===== src/hdl/rxyr_pkg.sv =====
// Shared constants, register codes and pipeline structs of the ray/rectangle intersector.
package rxyr_pkg;

	localparam int FRAC_BITS = 16;
	localparam int DW        = 32;
	localparam int UV_BITS   = 16;
	localparam int UVQ_W     = UV_BITS + 1;
	localparam int NUM_W     = DW + FRAC_BITS;
	localparam int REM_W     = DW + 1;
	localparam int PROD_W    = 2 * DW;
	localparam int X_W       = PROD_W - FRAC_BITS + 1;
	localparam int SPAN_W    = DW + 1;
	localparam int REG_IDX_W = 3;
	localparam int ADDR_W    = REG_IDX_W + 2;

	typedef enum logic [REG_IDX_W-1:0] {
		REG_X_MIN,
		REG_X_MAX,
		REG_Y_MIN,
		REG_Y_MAX,
		REG_PLANE_Z,
		REG_ENABLED
	} reg_idx_t;

	typedef struct packed {
		logic signed [DW-1:0] x_min;
		logic signed [DW-1:0] x_max;
		logic signed [DW-1:0] y_min;
		logic signed [DW-1:0] y_max;
		logic signed [DW-1:0] plane_z;
		logic                 enabled;
	} cfg_t;

	typedef struct packed {
		logic signed [DW-1:0] ox;
		logic signed [DW-1:0] oy;
		logic signed [DW-1:0] oz;
		logic signed [DW-1:0] dx;
		logic signed [DW-1:0] dy;
		logic signed [DW-1:0] dz;
		logic signed [DW-1:0] tlo;
		logic signed [DW-1:0] thi;
		logic                 fail;
		logic                 neg;
	} ray_side_t;

	typedef struct packed {
		logic signed [DW-1:0] t;
		logic signed [DW-1:0] px;
		logic signed [DW-1:0] py;
		logic signed [DW-1:0] pz;
		logic                 front;
		logic                 fail;
		logic                 x_pos;
		logic                 y_pos;
	} uv_side_t;

endpackage


===== src/hdl/rxyr_cfg.sv =====
// APB register bank holding the rectangle bounds, plane position and enable.
module rxyr_cfg (
	input  logic                          clk,
	input  logic                          arst_n,
	input  logic                          psel,
	input  logic                          penable,
	input  logic                          pwrite,
	input  logic [rxyr_pkg::ADDR_W-1:0]   paddr,
	input  logic [31:0]                   pwdata,
	output logic [31:0]                   prdata,
	output logic                          pready,
	output rxyr_pkg::cfg_t                cfg
);
	rxyr_pkg::cfg_t     cfg_q;
	rxyr_pkg::reg_idx_t idx;
	logic               wr_en;

	assign pready = 1'b1;
	assign idx    = rxyr_pkg::reg_idx_t'(paddr[rxyr_pkg::ADDR_W-1:2]);
	assign wr_en  = psel && penable && pwrite && pready;
	assign cfg    = cfg_q;

	always_ff @(posedge clk or negedge arst_n) begin
		if (!arst_n) begin
			cfg_q.x_min   <= '0;
			cfg_q.x_max   <= '0;
			cfg_q.y_min   <= '0;
			cfg_q.y_max   <= '0;
			cfg_q.plane_z <= '0;
			cfg_q.enabled <= 1'b1;
		end else if (wr_en) begin
			case (idx)
				rxyr_pkg::REG_X_MIN:   cfg_q.x_min   <= pwdata;
				rxyr_pkg::REG_X_MAX:   cfg_q.x_max   <= pwdata;
				rxyr_pkg::REG_Y_MIN:   cfg_q.y_min   <= pwdata;
				rxyr_pkg::REG_Y_MAX:   cfg_q.y_max   <= pwdata;
				rxyr_pkg::REG_PLANE_Z: cfg_q.plane_z <= pwdata;
				rxyr_pkg::REG_ENABLED: cfg_q.enabled <= pwdata[0];
				default: ;
			endcase
		end
	end

	always_comb begin
		case (idx)
			rxyr_pkg::REG_X_MIN:   prdata = cfg_q.x_min;
			rxyr_pkg::REG_X_MAX:   prdata = cfg_q.x_max;
			rxyr_pkg::REG_Y_MIN:   prdata = cfg_q.y_min;
			rxyr_pkg::REG_Y_MAX:   prdata = cfg_q.y_max;
			rxyr_pkg::REG_PLANE_Z: prdata = cfg_q.plane_z;
			rxyr_pkg::REG_ENABLED: prdata = 32'(cfg_q.enabled);
			default:               prdata = '0;
		endcase
	end
endmodule


===== config.mk =====
export PLATFORM = sky130hd
export DESIGN_NAME = rxyr_cfg
export DESIGN_NICKNAME = d
export VERILOG_FILES = /design/src/hdl/rxyr_pkg.sv /design/src/hdl/rxyr_cfg.sv
export SDC_FILE = /design/constraint.sdc
export NUM_CORES = 1
export LEC_CHECK = 0
export ABC_AREA = 1
export BUFFER_PORTS_ARGS = -buffer_cell sky130_fd_sc_hd__buf_4
export CAP_MARGIN = 25
export CORE_MARGIN = 5
export CORE_UTILIZATION = 50
export CTS_BUF_LIST = sky130_fd_sc_hd__clkbuf_16
export CTS_CLUSTER_DIAMETER = 30
export CTS_CLUSTER_SIZE = 12
export DETAILED_ROUTE_END_ITERATION = 8
export GPL_ROUTABILITY_DRIVEN = 1
export HOLD_SLACK_MARGIN = 0.06
export PLACE_DENSITY = 0.76
export SLEW_MARGIN = 20
export SYNTH_ARGS = -nofsm -noshare
export SYNTH_HDL_FRONTEND = slang
export SYNTH_SLANG_ARGS = --single-unit
export TNS_END_PERCENT = 100

===== constraint.sdc =====
create_clock -name clk -period 3 [get_ports clk]
set_input_delay 0.6 -clock clk [delete_from_list [all_inputs] [get_ports clk]]
set_output_delay 0.6 -clock clk [all_outputs]
set_load 0.05 [all_outputs]

==> summary.txt <==
Clock tree
  • Clk sinks: 161
  • CTS hold repair buffers: 0
  • CTS tree: built
  • Post-CTS Setup Repair Bufs: 0
  • CTS buffer count: 17
  • Clock Latency Late Sink: 0.42 ns
  • Clock slew at reported path FFs: 0.06 ns
  • Root buffer cell: clkbuf_16
  • CTS Buffer Depth: 2
  • Post-CTS sizing: 0
  • Htree depth: 4

Die
  • Die area: 17,850 um2
  • Core area: 15,090 um2
  • Die width: 133.6 um
  • Rows: 45
  • Top Ports: 236
  • Initial Util: 50.64%
  • Die H: 133.6 um

Synthesis
  • Syn Std Cell Area: 7641 um2
  • Synth Instances: 995
  • Syn_nets: 1,037
  • Seq/Total Area, Yosys: 52.74%
  • Yosys warning total: 0
  • Distinct cells, synth: 20
  • Mean Syn Cell Area: 7.679 um2
  • Register bit total from synthesis: 161

Drt
  • Iter 0 DRT Violations: 625
  • Drt pass-1 iters: 5
  • Detailed-route wire length per cell: 17.96 um
  • # DRC: 0
  • Antenna Nets Post-Route: 0
  • Vias: 7,516
  • Vias/cell: 5.330
  • Detailed Route WL: 25.32 mm

Setup path
  • R2R Setup Slk: 2.24 ns
  • CP max FO: 22
  • Arr. time, crit path: 1.99 ns
  • Setup CP Type: in2out
  • Levels on crit path: 8
  • CP bufs+invs: 3
  • Crit-path cells: buf_4, nor2_4, nand2_2, buf_4, nor2_1, nor2_1, nand2_1, buf_4
  • CP max stage delay: 0.31 ns
  • Most frequent CP cell: buf_4
  • Delay-heaviest family, CP: buffers and inverters
  • Crit. End Element: output port
  • Crit path to: prdata[27]
  • Worst Setup SP: paddr[2]
  • Setup crit start kind: primary input
  • Slowest CP cell: buf_4
  • Reg2Reg Capture Point: cfg[0]
  • WP data required: 2.40 ns
  • R2R cell count: 2
  • Worst r2r src: cfg[0]

Placement
  • GPL Wtd Cong: 0.8378
  • Port bufs: 232
  • Pre-CTS WS: 0.3847 ns
  • Placed Cells: 1,378
  • HPWL after DPL: 16.66 mm

GRT
  • GRT Total Usage: 28.46%
  • Gr ovfl total: 0
  • Largest net degree at the start of global routing: 62
  • Vias in the first global route: 7,349
  • Initial antenna violation count: 0
  • Global-route wire length before repair: 39.74 mm

Cells and area
  • Final non-filler cell total: 1,410
  • Final net count: 1,251
  • Fill cell count: 1,321
  • Commonest non-fill, non-tap cell in the layout: nand2_1
  • Max reg flops: 161
  • Fraction of layout cells with a size suffix above 1: 24.96%
  • Final Core Density: 67.80%
  • Ant. Diodes: 0
  • Area growth, synth to finish: 33.90%
  • Most frequent cells in the layout: 283 x nand2_1, 255 x buf_4, 160 x dfrtp_1

Timing
  • Max-slew violation count: 0
  • Post-layout minimum cycle time: 2.592 ns
  • Setup tns final: 0 ns
  • Worst-margin pin slew: 0.9147 ns
  • RSZ-0062 raised after global routing: false
  • Slew HR: 38.87%
  • Clk_skew: 0 ns
  • Fin crit share: 86.39%
  • Final setup fails: 0
  • Final hold violation count: 0
  • Min Hold Slack: 0.1433 ns
  • Final Worst Setup Slack: 0.4084 ns
  • Maximum clock rate: 385.9 MHz

Power and ir drop
  • PwrDens: 840.1 nW/um2
  • Maximum VDD drop: 0.0004096 V
  • Leakage: 0.005522 uW

Worst hold path
  • HP Class: in2async

Run status
  • Run status: finished clean

Job
  • Max-Cap Viols: 0
==> routing by layer <==
metal / wire length (um) / vias to the layer above / track usage, %
li1: - / 3593 / -
met1: 10250 / 3517 / 36.64
met2: 12130 / 358 / 46.28
met3: 2276 / 48 / 7.515
met4: 660 / 0 / 10.91
met5: 0 / - / 0
==> cells by family (layout without fill, tap and decap cells) <==
| kind of cell | count (synthesis) | in the layout | share of synthesized area (%) |
|---|---|---|---|
| flops | 161 | 161 | 52.74 |
| compound gates | 188 | 188 | 12.31 |
| simple gates | 464 | 464 | 25.41 |
| other cells | 1 | 1 | 0.04908 |
| buf+inv | 181 | 408 | 9.481 |
==> synthesized netlist by cell type <==
master	count	area (um2)
nand2_2	1	6.260
nand3_1	53	265.3
dfstp_2	1	26.28
buf_4	6	45.04
a21oi_1	13	65.06
nand4_1	38	237.7
buf_2	18	90.09
nor2_2	4	25.02
nand3_2	3	30.03
o21ai_0	144	720.7
nor2_1	80	300.3
dfrtp_1	160	4004
inv_2	2	7.510
inv_1	113	424.2
o21ai_1	31	155.2
nor2_4	1	11.26
conb_1	1	3.750
clkbuf_1	32	120.1
buf_1	10	37.54
nand2_1	284	1066
==> where the power goes <==
group	switching [uW]	leakage (uW)	internal (uW)
Combinational	2550	0.00323	918
Sequential	326	0.00201	2610
Clock	894	0.000281	1300
==> cell type report <==
class	instances	area (um2)	area share [%]
repair buffers	261	2026	19.80
well taps	188	235.2	2.299
clock buffers	17	425.4	4.158
multi-input cells	653	2914	28.48
inverters	115	431.7	4.219
clock inverters	15	168.9	1.651
flip-flops and latches	161	4030	39.39
==> metrics by stage <==
stage                     cell area, um2  power, uW
after floorplan                     7641       5225
after global placement              9637       6390
after detailed placement            9637       6435
after CTS                          10230       8630
after global routing               10230       8939
final                              10230       8595
==> worst register-to-register path, cell delays in order (launching register included) <==
cell,delay (ns)
dfstp_2,0.56
nand2_1,0.05
o21ai_0,0.08
==> worst min-delay path by stage <==
stage | from | end | cells after the start
floorplan | arst_n | cfg[100] | 0
global placement | cfg[66] | cfg[66] | 2
detailed placement | cfg[120] | cfg[120] | 2
CTS | arst_n | cfg[50] | 1
global route | arst_n | cfg[50] | 1
finish | arst_n | cfg[82] | 1
Note: power is estimated with default switching activity, not from simulation.
